==> src/hw/rtl/bpc_pkg.sv <==
// ----------------------------------------------------------------------------
// bpc_pkg
// Shared types and constants for the button press classifier.
// ----------------------------------------------------------------------------
package bpc_pkg;

  // Default timer width
  localparam int unsigned TimerBitsDef = 16;

  // Configuration register widths and port geometry
  localparam int unsigned DebounceW = 8;
  localparam int unsigned WindowW   = 12;
  localparam int unsigned LongW     = 16;
  localparam int unsigned CfgDataW  = 16;
  localparam int unsigned CfgIdxW   = 2;
  localparam int unsigned PressMsW  = 16;

  // Register indexes
  localparam logic [CfgIdxW-1:0] RegDebounce = 2'd0;
  localparam logic [CfgIdxW-1:0] RegWindow   = 2'd1;
  localparam logic [CfgIdxW-1:0] RegLong     = 2'd2;

  // Register reset values
  localparam logic [DebounceW-1:0] DebounceRst = 8'd10;
  localparam logic [WindowW-1:0]   WindowRst   = 12'd300;
  localparam logic [LongW-1:0]     LongRst     = 16'd2000;

  // Result codes
  typedef enum logic [1:0] {
    KindSingle = 2'd0,
    KindDouble = 2'd1,
    KindLong   = 2'd2
  } press_kind_e;

  // Live configuration handed to the classifier core
  typedef struct packed {
    logic [DebounceW-1:0] debounce_ms;
    logic [WindowW-1:0]   double_window_ms;
    logic [LongW-1:0]     long_press_ms;
  } bpc_cfg_t;

endpackage

==> src/hw/rtl/bpc_cfg.sv <==
// ----------------------------------------------------------------------------
// bpc_cfg
// Configuration register file; unknown indexes are ignored.
// ----------------------------------------------------------------------------
module bpc_cfg (
  input  logic                          clk_i,
  input  logic                          rst_ni,
  input  logic                          cfg_we_i,
  input  logic [bpc_pkg::CfgIdxW-1:0]   cfg_idx_i,
  input  logic [bpc_pkg::CfgDataW-1:0]  cfg_data_i,
  output bpc_pkg::bpc_cfg_t             cfg_o
);
  import bpc_pkg::*;

  bpc_cfg_t cfg_q;

  // Register writes, truncated to each register's width
  always_ff @(posedge clk_i or negedge rst_ni) begin
    if (!rst_ni) begin
      cfg_q.debounce_ms      <= DebounceRst;
      cfg_q.double_window_ms <= WindowRst;
      cfg_q.long_press_ms    <= LongRst;
    end else if (cfg_we_i) begin
      case (cfg_idx_i)
        RegDebounce: cfg_q.debounce_ms      <= cfg_data_i[DebounceW-1:0];
        RegWindow:   cfg_q.double_window_ms <= cfg_data_i[WindowW-1:0];
        RegLong:     cfg_q.long_press_ms    <= cfg_data_i[LongW-1:0];
        default: ;
      endcase
    end
  end

  assign cfg_o = cfg_q;

endmodule

==> src/hw/rtl/bpc_core.sv <==
// ----------------------------------------------------------------------------
// bpc_core
// Press state machine and saturating timers; one tick per step.
// ----------------------------------------------------------------------------
module bpc_core #(
  parameter int unsigned TimerBits = bpc_pkg::TimerBitsDef
) (
  input  logic                          clk_i,
  input  logic                          rst_ni,
  input  logic                          step_i,
  input  logic                          pin_high_i,
  input  bpc_pkg::bpc_cfg_t             cfg_i,
  output logic                          res_valid_o,
  output bpc_pkg::press_kind_e          res_kind_o,
  output logic [bpc_pkg::PressMsW-1:0]  res_ms_o
);
  import bpc_pkg::*;

  // Compare width: holds any timer plus a carry, and every register
  localparam int unsigned CmpW = ((TimerBits > PressMsW) ? TimerBits : PressMsW) + 1;
  localparam logic [TimerBits-1:0] TMax = {TimerBits{1'b1}};

  typedef enum logic [1:0] {
    StUp       = 2'd0,
    StDebounce = 2'd1,
    StDown     = 2'd2,
    StCool     = 2'd3
  } fsm_e;

  fsm_e                 fsm_q, fsm_d;
  logic [TimerBits-1:0] since_press_q, since_press_d;
  logic [TimerBits-1:0] since_deb_q, since_deb_d;
  logic [TimerBits-1:0] since_rel_q, since_rel_d;
  logic [TimerBits-1:0] since_pend_q, since_pend_d;
  logic [TimerBits-1:0] gap_q, gap_d;
  logic [TimerBits-1:0] held_q, held_d;
  logic                 pend_q, pend_d;

  logic                 pressed;
  logic [CmpW-1:0]      deb_x, win_x, long_x, held_x, wait_x, sum_x;
  logic [CmpW-1:0]      emit_x;

  function automatic logic [TimerBits-1:0] sat_inc(input logic [TimerBits-1:0] t);
    sat_inc = (t == TMax) ? t : t + 1'b1;
  endfunction

  function automatic logic [CmpW-1:0] tx(input logic [TimerBits-1:0] t);
    tx = {{(CmpW-TimerBits){1'b0}}, t};
  endfunction

  assign pressed = ~pin_high_i;
  assign deb_x   = {{(CmpW-DebounceW){1'b0}}, cfg_i.debounce_ms};
  assign win_x   = {{(CmpW-WindowW){1'b0}}, cfg_i.double_window_ms};
  assign long_x  = {{(CmpW-LongW){1'b0}}, cfg_i.long_press_ms};

  // Next state and result for the current tick
  always_comb begin
    since_press_d = sat_inc(since_press_q);
    since_deb_d   = sat_inc(since_deb_q);
    since_rel_d   = sat_inc(since_rel_q);
    since_pend_d  = sat_inc(since_pend_q);
    fsm_d         = fsm_q;
    gap_d         = gap_q;
    held_d        = held_q;
    pend_d        = pend_q;
    res_valid_o   = 1'b0;
    res_kind_o    = KindSingle;
    emit_x        = '0;
    sum_x         = tx(gap_q) + tx(since_press_d);

    case (fsm_q)
      StUp: begin
        if (pressed) begin
          fsm_d         = StDebounce;
          since_press_d = '0;
        end
      end
      StDebounce: begin
        if (!pressed) begin
          fsm_d = StUp;
        end else if (tx(since_press_d) >= deb_x) begin
          gap_d       = since_deb_d;
          since_deb_d = '0;
          fsm_d       = StDown;
        end
      end
      StDown: begin
        if (!pressed) begin
          held_d      = since_press_d;
          since_rel_d = '0;
          if (sum_x < win_x) begin
            // quick second press
            pend_d      = 1'b0;
            held_d      = '0;
            res_valid_o = 1'b1;
            res_kind_o  = KindDouble;
          end else begin
            since_pend_d = '0;
            pend_d       = 1'b1;
          end
          fsm_d = StCool;
        end else if (tx(since_press_d) >= long_x) begin
          held_d      = since_press_d;
          pend_d      = 1'b0;
          res_valid_o = 1'b1;
          res_kind_o  = KindLong;
          emit_x      = tx(since_press_d);
          fsm_d       = StCool;
        end
      end
      StCool: begin
        if (tx(since_rel_d) >= deb_x && !pressed) begin
          fsm_d = StUp;
        end
      end
      default: fsm_d = StUp;
    endcase

    // Pending single press: wait |window - duration|
    held_x = tx(held_d);
    wait_x = (win_x >= held_x) ? win_x - held_x : held_x - win_x;
    if (pend_d && !res_valid_o && tx(since_pend_d) >= wait_x) begin
      pend_d      = 1'b0;
      res_valid_o = 1'b1;
      res_kind_o  = KindSingle;
      emit_x      = held_x;
    end

    // Saturate duration to the result width
    res_ms_o = (emit_x > CmpW'({PressMsW{1'b1}})) ? {PressMsW{1'b1}}
                                                   : emit_x[PressMsW-1:0];
    if (!step_i) begin
      res_valid_o = 1'b0;
    end
  end

  // State registers, advanced once per accepted tick
  always_ff @(posedge clk_i or negedge rst_ni) begin
    if (!rst_ni) begin
      fsm_q         <= StUp;
      since_press_q <= '0;
      since_deb_q   <= TMax;
      since_rel_q   <= TMax;
      since_pend_q  <= '0;
      gap_q         <= TMax;
      held_q        <= '0;
      pend_q        <= 1'b0;
    end else if (step_i) begin
      fsm_q         <= fsm_d;
      since_press_q <= since_press_d;
      since_deb_q   <= since_deb_d;
      since_rel_q   <= since_rel_d;
      since_pend_q  <= since_pend_d;
      gap_q         <= gap_d;
      held_q        <= held_d;
      pend_q        <= pend_d;
    end
  end

  // Checks
  a_res_needs_step: assert property (@(posedge clk_i) disable iff (!rst_ni)
    res_valid_o |-> step_i) else $error("result without a tick");
  a_double_zero_ms: assert property (@(posedge clk_i) disable iff (!rst_ni)
    (res_valid_o && res_kind_o == KindDouble) |-> res_ms_o == '0)
    else $error("double press with non-zero duration");
  a_hold_no_step: assert property (@(posedge clk_i) disable iff (!rst_ni)
    !step_i |=> ($stable(fsm_q) && $stable(pend_q) && $stable(since_press_q)))
    else $error("state moved without a tick");
  a_long_leaves_down: assert property (@(posedge clk_i) disable iff (!rst_ni)
    (res_valid_o && res_kind_o == KindLong) |=> fsm_q == StCool)
    else $error("long press did not enter cooldown");

endmodule

==> src/hw/rtl/button_press_classifier.sv <==
// Path: a tick word taken into the input register goes through the core, and
// its result word is captured in the result register that feeds the outputs.
// Throughput: one tick word per cycle unless in_stall_o is high, limited by
// the single state update pass. An input register and a result register part
// the two sides, so a tick is taken while a finished result waits downstream.
// Reset (rst_ni low, asynchronous): state machine at key up, timers and
// registers at their defaults, both word registers empty.
// ----------------------------------------------------------------------------
// button_press_classifier
// Debounced single, double and long press classifier on millisecond ticks.
// ----------------------------------------------------------------------------
module button_press_classifier #(
  parameter int unsigned TimerBits = bpc_pkg::TimerBitsDef
) (
  input  logic                          clk_i,
  input  logic                          rst_ni,
  input  logic                          cfg_we_i,
  input  logic [bpc_pkg::CfgIdxW-1:0]   cfg_idx_i,
  input  logic [bpc_pkg::CfgDataW-1:0]  cfg_data_i,
  input  logic                          in_valid_i,
  output logic                          in_stall_o,
  input  logic                          pin_high_i,
  output logic                          out_valid_o,
  input  logic                          out_stall_i,
  output logic [1:0]                    press_kind_o,
  output logic [bpc_pkg::PressMsW-1:0]  press_ms_o
);
  import bpc_pkg::*;

  bpc_cfg_t              cfg;
  logic                  in_valid_q, pin_q;
  logic                  out_valid_q;
  press_kind_e           kind_q;
  logic [PressMsW-1:0]   ms_q;
  logic                  advance, step, in_take;
  logic                  res_valid;
  press_kind_e           res_kind;
  logic [PressMsW-1:0]   res_ms;

  bpc_cfg u_cfg (
    .clk_i      (clk_i),
    .rst_ni     (rst_ni),
    .cfg_we_i   (cfg_we_i),
    .cfg_idx_i  (cfg_idx_i),
    .cfg_data_i (cfg_data_i),
    .cfg_o      (cfg)
  );

  // Handshake: result register free or draining lets the input word move on
  assign advance    = !out_valid_q || !out_stall_i;
  assign step       = in_valid_q && advance;
  assign in_stall_o = in_valid_q && !advance;
  assign in_take    = in_valid_i && !in_stall_o;

  // Input word register
  always_ff @(posedge clk_i or negedge rst_ni) begin
    if (!rst_ni) begin
      in_valid_q <= 1'b0;
    end else if (!in_stall_o) begin
      in_valid_q <= in_valid_i;
    end
  end

  always_ff @(posedge clk_i) begin
    if (in_take) begin
      pin_q <= pin_high_i;
    end
  end

  bpc_core #(
    .TimerBits (TimerBits)
  ) u_core (
    .clk_i       (clk_i),
    .rst_ni      (rst_ni),
    .step_i      (step),
    .pin_high_i  (pin_q),
    .cfg_i       (cfg),
    .res_valid_o (res_valid),
    .res_kind_o  (res_kind),
    .res_ms_o    (res_ms)
  );

  // Result word register
  always_ff @(posedge clk_i or negedge rst_ni) begin
    if (!rst_ni) begin
      out_valid_q <= 1'b0;
    end else if (advance) begin
      out_valid_q <= res_valid;
    end
  end

  always_ff @(posedge clk_i) begin
    if (advance && res_valid) begin
      kind_q <= res_kind;
      ms_q   <= res_ms;
    end
  end

  assign out_valid_o  = out_valid_q;
  assign press_kind_o = kind_q;
  assign press_ms_o   = ms_q;

  // Checks
  a_stall_only_full: assert property (@(posedge clk_i) disable iff (!rst_ni)
    in_stall_o |-> (in_valid_q && out_valid_q))
    else $error("input stalled with room to move");
  a_result_kept: assert property (@(posedge clk_i) disable iff (!rst_ni)
    (out_valid_q && out_stall_i) |=> (out_valid_q && !$past(step)))
    else $error("tick processed while result word blocked");
  a_no_result_when_idle: assert property (@(posedge clk_i) disable iff (!rst_ni)
    !in_valid_q |=> (!out_valid_q || $past(out_valid_q && out_stall_i)))
    else $error("result word appeared without a tick");

endmodule
==> config.mk <==
export PLATFORM = sky130hd
export DESIGN_NAME = button_press_classifier
export DESIGN_NICKNAME = d
export VERILOG_FILES = /design/src/hw/rtl/bpc_pkg.sv /design/src/hw/rtl/bpc_cfg.sv /design/src/hw/rtl/bpc_core.sv /design/src/hw/rtl/button_press_classifier.sv
export SDC_FILE = /design/constraint.sdc
export NUM_CORES = 1
export LEC_CHECK = 0
export ABC_AREA = 1
export BUFFER_PORTS_ARGS = -buffer_cell sky130_fd_sc_hd__buf_2
export CAP_MARGIN = 0
export CORE_MARGIN = 5
export CORE_UTILIZATION = 53
export DETAILED_ROUTE_END_ITERATION = 12
export GPL_TIMING_DRIVEN = 0
export HOLD_SLACK_MARGIN = 0.15
export PLACE_DENSITY = 0.73
export SLEW_MARGIN = 20
export SYNTH_ARGS = -nofsm -noshare
export SYNTH_HDL_FRONTEND = slang
export SYNTH_SLANG_ARGS = --single-unit
==> constraint.sdc <==
create_clock -name clk_i -period 8.6 [get_ports clk_i]
set_input_delay 1.29 -clock clk_i [delete_from_list [all_inputs] [get_ports clk_i]]
set_output_delay 1.29 -clock clk_i [all_outputs]
set_load 0.02 [all_outputs]
==> results of run 1 <==
power groups by stage:
stage / Sequential, mW / Clock, mW / Combinational (mW)
2_1_floorplan: 1.09 / 0 / 2.06
3_3_place_gp: 1.11 / 0 / 2.62
3_5_place_dp: 1.12 / 0 / 2.70
4_1_cts: 1.11 / 0.797 / 2.85
5_1_grt: 1.14 / 0.830 / 3.64
6_report: 1.12 / 0.791 / 3.30
path summary, 6_finish.rpt:
check	startpoint	to	slack, ns	depth (start not counted)
min in group asynchronous	rst_ni	u_cfg.cfg_o[28]	0.80	1
max in group asynchronous	rst_ni	u_core.since_deb_q[13]	7.00	2
max reg2reg	u_core.since_press_q[1]	press_kind_o[1]	0.32	50
max	u_core.since_press_q[1]	press_kind_o[1]	0.32	50
min reg2reg	u_core.gap_q[10]	u_core.gap_q[10]	0.47	2
min	u_core.gap_q[10]	u_core.gap_q[10]	0.47	2
synth_stat cells (12+ instances only):
library cell	instances	area, sq um
a21oi_1	77	385
clkbuf_1	32	120
dfrtp_1	77	1930
dfstp_2	60	1580
edfxtp_1	19	571
ha_1	106	1330
inv_1	245	920
nand2_1	393	1480
nand2_2	15	93.8
nand3_1	83	415
nand4_1	28	175
nor2_1	83	312
nor3_1	30	150
o21ai_0	144	721
o22ai_1	19	119
xnor2_1	12	105
xor2_1	50	438
state kept, by name, indices dropped and copies added (netlist names), 16 cells and up, named ones only:
register	count
press_ms_o	16
u_cfg.cfg_o	36
u_core.gap_q	16
u_core.held_q	16
u_core.since_deb_q	16
u_core.since_pend_q	16
u_core.since_press_q	16
u_core.since_rel_q	16
final cells by class:
| cell class | instances | share of cell area |
|---|---|---|
| Tap cell | 280 | 0.0250 |
| Buffer | 38 | 0.0128 |
| Sequential cell | 156 | 0.291 |
| Multi-Input combinational cell | 1142 | 0.512 |
| Clock buffer | 19 | 0.0316 |
| Inverter | 259 | 0.0706 |
| Timing Repair Buffer | 87 | 0.0466 |
| Clock inverter | 13 | 0.0111 |
through the flow:
stage | power, mW | instance area [sq um]
2_1_floorplan | 3.14 | 11900
3_3_place_gp | 3.73 | 12400
3_5_place_dp | 3.81 | 12500
4_1_cts | 4.75 | 13400
5_1_grt | 5.61 | 14000
6_report | 5.21 | 14000
metal layers:
metal | share of wire | vias to the layer above
met5 | 0 | -
met3 | 0.055 | 111
li1 | - | 5471
met2 | 0.48 | 417
met4 | 0.048 | 0
met1 | 0.42 | 5303
cell usage in the layout, fill, tap and decap left out, drive strengths merged:
master / instances
clkinvlp: 2
a31oi: 7
mux2i: 2
dfrtp: 77
nor4: 8
xnor2: 14
a32oi: 4
nor3: 34
nand2: 413
and3: 1
edfxtp: 19
a21boi: 3
or2: 2
ha: 106
o31ai: 5
nor3b: 1
o211ai: 4
buf: 94
clkbuf: 50
clkinv: 7
o21a: 8
inv: 261
a221oi: 4
fa: 3
o21ai: 155
nand3: 94
dfstp: 60
a32o: 1
o22ai: 19
nand4: 30
xor2: 50
bufinv: 2
a21o: 3
a211oi: 1
nor2: 89
o2111ai: 1
o311ai: 1
nand3b: 1
a21oi: 78
critical path: cells and delay by family (launching register included):
kind	cells	cell delay, ns
compound gates	9	1.66
xor+xnor	3	0.41
fa+ha+maj	6	1.74
buf+inv	9	1.08
flops	1	0.40
simple gates	23	2.70
timing repair:
item,in CTS,in global routing
setup buffers,17,23
pin swaps,11,36
setup endpoints to repair,38,38
cloned,0,3
resized for setup,44,80
kinds of logic (layout without fill, tap and decap cells):
group,Yosys count,in the layout
AOI/OAI and AO/OA,294,294
xor gates and xnor gates,64,64
adders and majority gates,109,109
buffers and inverters,301,416
DFF,156,156
muxes,2,2
and+or+nand+nor,673,673
==> impl_metrics.csv, run 1 <==
group,metric,value,unit
run_status,outcome,"finished, final reports clean",
drt,drtAntennaViolNets,0,
yosys,synthSimpleGateAreaFrac,0.255,
final_layout,drive_above_1_share,0.194,
sta,fin_crit_sh,0.962,
critical_path,cp.required,8.77,ns
sta,drv_slew,0,
critical_path,crit_top_cell,"nand2_2",
critical_path,worst_setup_path_start_kind,"flip-flop",
yosys,synth_edf_count,19,
yosys,synth_top_family_by_area,"simple AND/OR/NAND/NOR gates",
yosys,syn_inst,1599,
sta,max_freq,121,MHz
placed_design,io_buffers,43,
drt,drt_first_pass_iters,7,
floorplanning,io_pins,44,
pwr,switching_share,0.482,
global_route,globalRouteOverflowTotal,0,
floorplanning,die_w,160,um
yosys,synth_nets,1732,
sta,hold_slack,0.467,ns
drt,drt-total-wl,35.0,mm
global_route,grt_max_degree,75,
final_layout,n_antenna_cell,0,
clock_tree,clkLatencyLatePin,0.44,ns
pwr,p_sw,2.51,mW
yosys,synthArstFlopShare,0.878,
yosys,synth_area,11900,sq um
drt,first_iter_violations,1143,
drt,drc,0,
floorplanning,die_h,160,um
pwr,leakagePower,6.83,nW
critical_path,crit_path_end_kind,"flip-flop",
clock_tree,cts_made_buffers,17,
sta,finalCriticalPeriod,8.28,ns
global_route,grt_use_met2,0.449,
placed_design,place_hpwl,25.6,mm
sta,tns,0,ns
critical_path,worstPathMaxFanout,8,
pwr,pwr-share-comb,0.633,
floorplanning,start_util,0.540,
pwr,pwr-share-clk,0.152,
clock_tree,cts_max_level,4,
clock_tree,holdBufCountCts,0,
drt,wl_per_cell,17.6,um
yosys,synth.avg_cell_area,7.42,sq um
yosys,ys_seq_area_frac,0.343,
global_route,grt_pass1_vias,10700,
yosys,synth_compound_area_frac,0.137,
floorplanning,core,22000,sq um
critical_path,slowest_stage,"fa_2",
drt,vias,11300,
yosys,synth_cell_types,57,
clock_tree,clkTransAtPathRegs,0.07,ns
yosys,synth_xor_xnor_area_share,0.0485,
sta,finalSetupViolations,0,
sta,fin_ws,0.325,ns
placed_design,routabilityCongestion,0.965,
sta,clock_skew,0.0105,ns
sta,hold_viol,0,
yosys,synth-adder-area-share,0.117,
job,max_cap_viol_count,0,
global_route,use_met3,0.0404,
final_layout,syn2layout_area_growth,18.3,%
worst_hold_path,hold_class,"reg -> reg",
drt,viasPerCell,5.67,
critical_path,crit_path_max_incr_delay,0.42,ns
floorplanning,row_count,54,
final_layout,post-route-util,0.639,
global_route,antenna_found_initial,0,
yosys,synth_mux_area_frac,0.00169,
clock_tree,cts_tree,"done",
critical_path,worstPathArrival,8.44,ns
final_layout,n_fill_cell,1840,
pwr,p_per_area,371,nW/um^2
yosys,yosys_warnings,0,
clock_tree,clock-sinks,156,
global_route,grtUsageTotal,0.266,
clock_tree,clk_path_buf_depth,2,
pwr,p_seq_frac,0.215,
final_layout,regArea,4080,sq um
sta,worst_slew_pin_slew,0.998,ns
yosys,synth-main-ff-cell,"dfrtp_1",
pwr,p_int,2.70,mW
final_layout,finalNetCount,1834,
global_route,gr-max-usage-layer,"met2",
final_layout,fin_cells,1994,
sta,max-slew-margin-rel,0.332,
final_layout,multi_input_area,7180,sq um
floorplanning,die_area,25500,sq um
critical_path,worstSetupPathType,"reg -> reg",
pwr,ir_drop,192,uV
placed_design,dp.cells,1923,
clock_tree,clock-root-buffer,"clkbuf_16",
yosys,synth-seq-cells,156,
global_route,use_met1,0.336,
global_route,grt_pass1_wl,54.9,mm
placed_design,dp_slack,-1.75,ns
(Power assumes the default switching activity.)
==> run 2: changes to the inputs <==
--- a/config.mk
+++ b/config.mk
@@ -7,14 +7,14 @@
 export LEC_CHECK = 0
 export ABC_AREA = 1
 export BUFFER_PORTS_ARGS = -buffer_cell sky130_fd_sc_hd__buf_2
-export CAP_MARGIN = 0
+export CAP_MARGIN = 20
 export CORE_MARGIN = 5
-export CORE_UTILIZATION = 53
+export CORE_UTILIZATION = 35
 export DETAILED_ROUTE_END_ITERATION = 12
 export GPL_TIMING_DRIVEN = 0
 export HOLD_SLACK_MARGIN = 0.15
-export PLACE_DENSITY = 0.73
 export SLEW_MARGIN = 20
 export SYNTH_ARGS = -nofsm -noshare
 export SYNTH_HDL_FRONTEND = slang
+export SYNTH_HIERARCHICAL = 1
 export SYNTH_SLANG_ARGS = --single-unit
==> impl_metrics.csv, run 2 <==
group,metric,value,unit
yosys,synth_cell_types,49,
critical_path,worstSetupPathType,"reg -> reg",
placed_design,place_hpwl,27.4,mm
final_layout,syn2layout_area_growth,23.5,%
global_route,grtUsageTotal,0.189,
clock_tree,clkLatencyLatePin,0.44,ns
final_layout,finalNetCount,1913,
drt,viasPerCell,5.13,
final_layout,post-route-util,0.434,
drt,drtAntennaViolNets,0,
sta,max_freq,119,MHz
job,max_cap_viol_count,0,
final_layout,multi_input_area,7450,sq um
critical_path,crit_top_cell,"nand2_2",
critical_path,slowest_stage,"dfrtp_1",
final_layout,final_common_cell,"nand2_1",
global_route,grt_pass1_wl,58.4,mm
yosys,synthArstFlopShare,0.878,
floorplanning,start_util,0.352,
sta,drv_slew,0,
final_layout,regArea,4070,sq um
critical_path,crit_path_end_kind,"flip-flop",
global_route,antenna_found_initial,0,
floorplanning,die_area,38200,sq um
sta,worst_slew_pin_slew,0.911,ns
worst_hold_path,holdPathStages,2,
clock_tree,clock-root-buffer,"clkbuf_16",
clock_tree,clock-sinks,156,
critical_path,worstPathArrival,8.56,ns
critical_path,worst_setup_path_start_kind,"flip-flop",
final_layout,n_antenna_cell,0,
yosys,syn_inst,1645,
drt,first_iter_violations,916,
yosys,synth_nets,1778,
yosys,synth-seq-cells,156,
pwr,leakagePower,7.13,nW
drt,vias,11500,
critical_path,worstPathMaxFanout,6,
floorplanning,die_h,195,um
final_layout,final_cell_mix,"nand2_1 (441), inv_1 (235), ha_1 (84)",
sta,rsz0062_at_grt,"true",
yosys,yosys-top-cells-count,"nand2_1 (473), inv_1 (247), ha_1 (106), o21ai_0 (81)",
worst_hold_path,hold_class,"reg -> reg",
global_route,grt_pass1_vias,11000,
yosys,synth_edf_count,19,
drt,drc,0,
clock_tree,clkTransAtPathRegs,0.07,ns
yosys,synth_top_area_share,0.160,
floorplanning,io_pins,44,
yosys,synth_area_leaders,"dfrtp_1 (16%), nand2_1 (15%), dfstp_2 (13%), ha_1 (11%), inv_1 (7.7%)",
final_layout,drive_above_1_share,0.232,
placed_design,io_buffers,41,
yosys,ys_seq_area_frac,0.339,
global_route,grt_max_degree,70,
sta,finalSetupViolations,0,
pwr,ir_drop,167,uV
sta,max-slew-margin-rel,0.393,
clock_tree,cts_tree,"done",
clock_tree,cts_made_buffers,17,
final_layout,largest_reg_flops,36,
critical_path,r2r_cells,62,
floorplanning,die_w,195,um
clock_tree,cts_max_level,4,
final_layout,n_fill_cell,3470,
sta,clock_skew,0.0101,ns
pwr,p_per_area,249,nW/um^2
critical_path,cp.required,8.76,ns
drt,wl_per_cell,16.6,um
sta,fin_crit_sh,0.977,
yosys,synth_most_common_cell,"nand2_1",
yosys,yosysTopAreaCell,"dfrtp_1",
drt,drt-total-wl,37.4,mm
sta,hold_slack,0.461,ns
sta,hold_viol,0,
placed_design,routabilityCongestion,0.906,
global_route,globalRouteOverflowTotal,0,
floorplanning,core,34200,sq um
run_status,outcome,"finished, final reports clean",
yosys,synth-main-ff-cell,"dfrtp_1",
clock_tree,clk_path_buf_depth,2,
yosys,synth.avg_cell_area,7.31,sq um
yosys,synth_area,12000,sq um
critical_path,crit_path_max_incr_delay,0.41,ns
floorplanning,row_count,68,
sta,finalCriticalPeriod,8.40,ns
drt,drt_first_pass_iters,6,
yosys,yosys_warnings,6,
-- run 2: changes by cell type after synthesis, sizes merged, moves of 7 or more --
cell / delta
nand3: -11
nand4: +31
o21ai: -67
nor4: +7
o22ai: +24
nand2: +71
inv: +8
-- run 2: logic make-up after synthesis --
family,synth area share
DFF,0.339
muxes,0.000832
and+or+nand+nor,0.282
adders and majority gates,0.115
AOI/OAI and AO/OA,0.112
buffers and inverters,0.109
xor gates and xnor gates,0.0422
-- run 2: final timing paths --
kind | slack (ns) | to | from
max in group asynchronous | 6.95 | u_core/since_deb_q[13] | rst_ni
max | 0.20 | press_ms_o[12] | u_core/since_press_q[1]
min | 0.46 | u_cfg/cfg_o[6] | u_cfg/cfg_o[6]
min reg2reg | 0.46 | u_cfg/cfg_o[6] | u_cfg/cfg_o[6]
max reg2reg | 0.20 | press_ms_o[12] | u_core/since_press_q[1]
min in group asynchronous | 0.83 | u_core/since_pend_q[3] | rst_ni
-- run 2: what timing repair did --
| item | CTS | global route |
|---|---|---|
| setup buffers | 34 | 46 |
| cloned | 2 | 0 |
| endpoints found under the setup margin | 36 | 36 |
| pin swaps | 23 | 81 |
| resized for setup | 68 | 133 |
| hold buffers | 0 | 0 |
-- run 2: cell type report --
type                       instances  share of cell area
inverter                         267              0.0691
sequential                       156               0.274
timing repair buffer             122              0.0592
clock buffer                      19              0.0294
clock inverter                    13             0.00792
buffer                            40              0.0206
multi-input combinational       1176               0.501
tap                              455              0.0383
-- run 2: critical path, delay by kind of cell (launching register included) --
kind	cells	cell delay, ns
simple gates	33	3.41
buf+inv	15	1.32
xor+xnor	2	0.34
fa+ha+maj	5	1.31
compound gates	7	1.31
flops	1	0.41
-- run 2: layer usage --
metal  track usage  wire length, um  up-vias  part of all wire
li1              -                -     5656                 -
met1         0.256            16800     5442              0.45
met2         0.314            17600      364              0.47
met3        0.0267             1840       79             0.049
met4        0.0623             1110        0             0.030
met5             0                0        -                 0
-- run 2: through the flow --
step | setup TNS, ns | worst slack, ns | cells | power (mW) | cell area [sq um]
final | 0 | 0.201 | 2248 | 3.71 | 14900
after global routing | -4.79 | -0.267 | 2248 | 3.99 | 14900
after CTS | 0 | 0.0148 | 2205 | 3.46 | 14000
after detailed placement | -69.38 | -2.24 | 2142 | 2.57 | 12900
after global placement | -68.33 | -2.22 | 2141 | 2.53 | 12800
after floorplan | 0 | 0.0458 | 1645 | 2.15 | 12000
-- run 2: power by group --
| part | switching [mW] | internal (mW) |
|---|---|---|
| Clock | 0.335 | 0.403 |
| Sequential | 0.119 | 0.909 |
| Combinational | 1.16 | 0.780 |
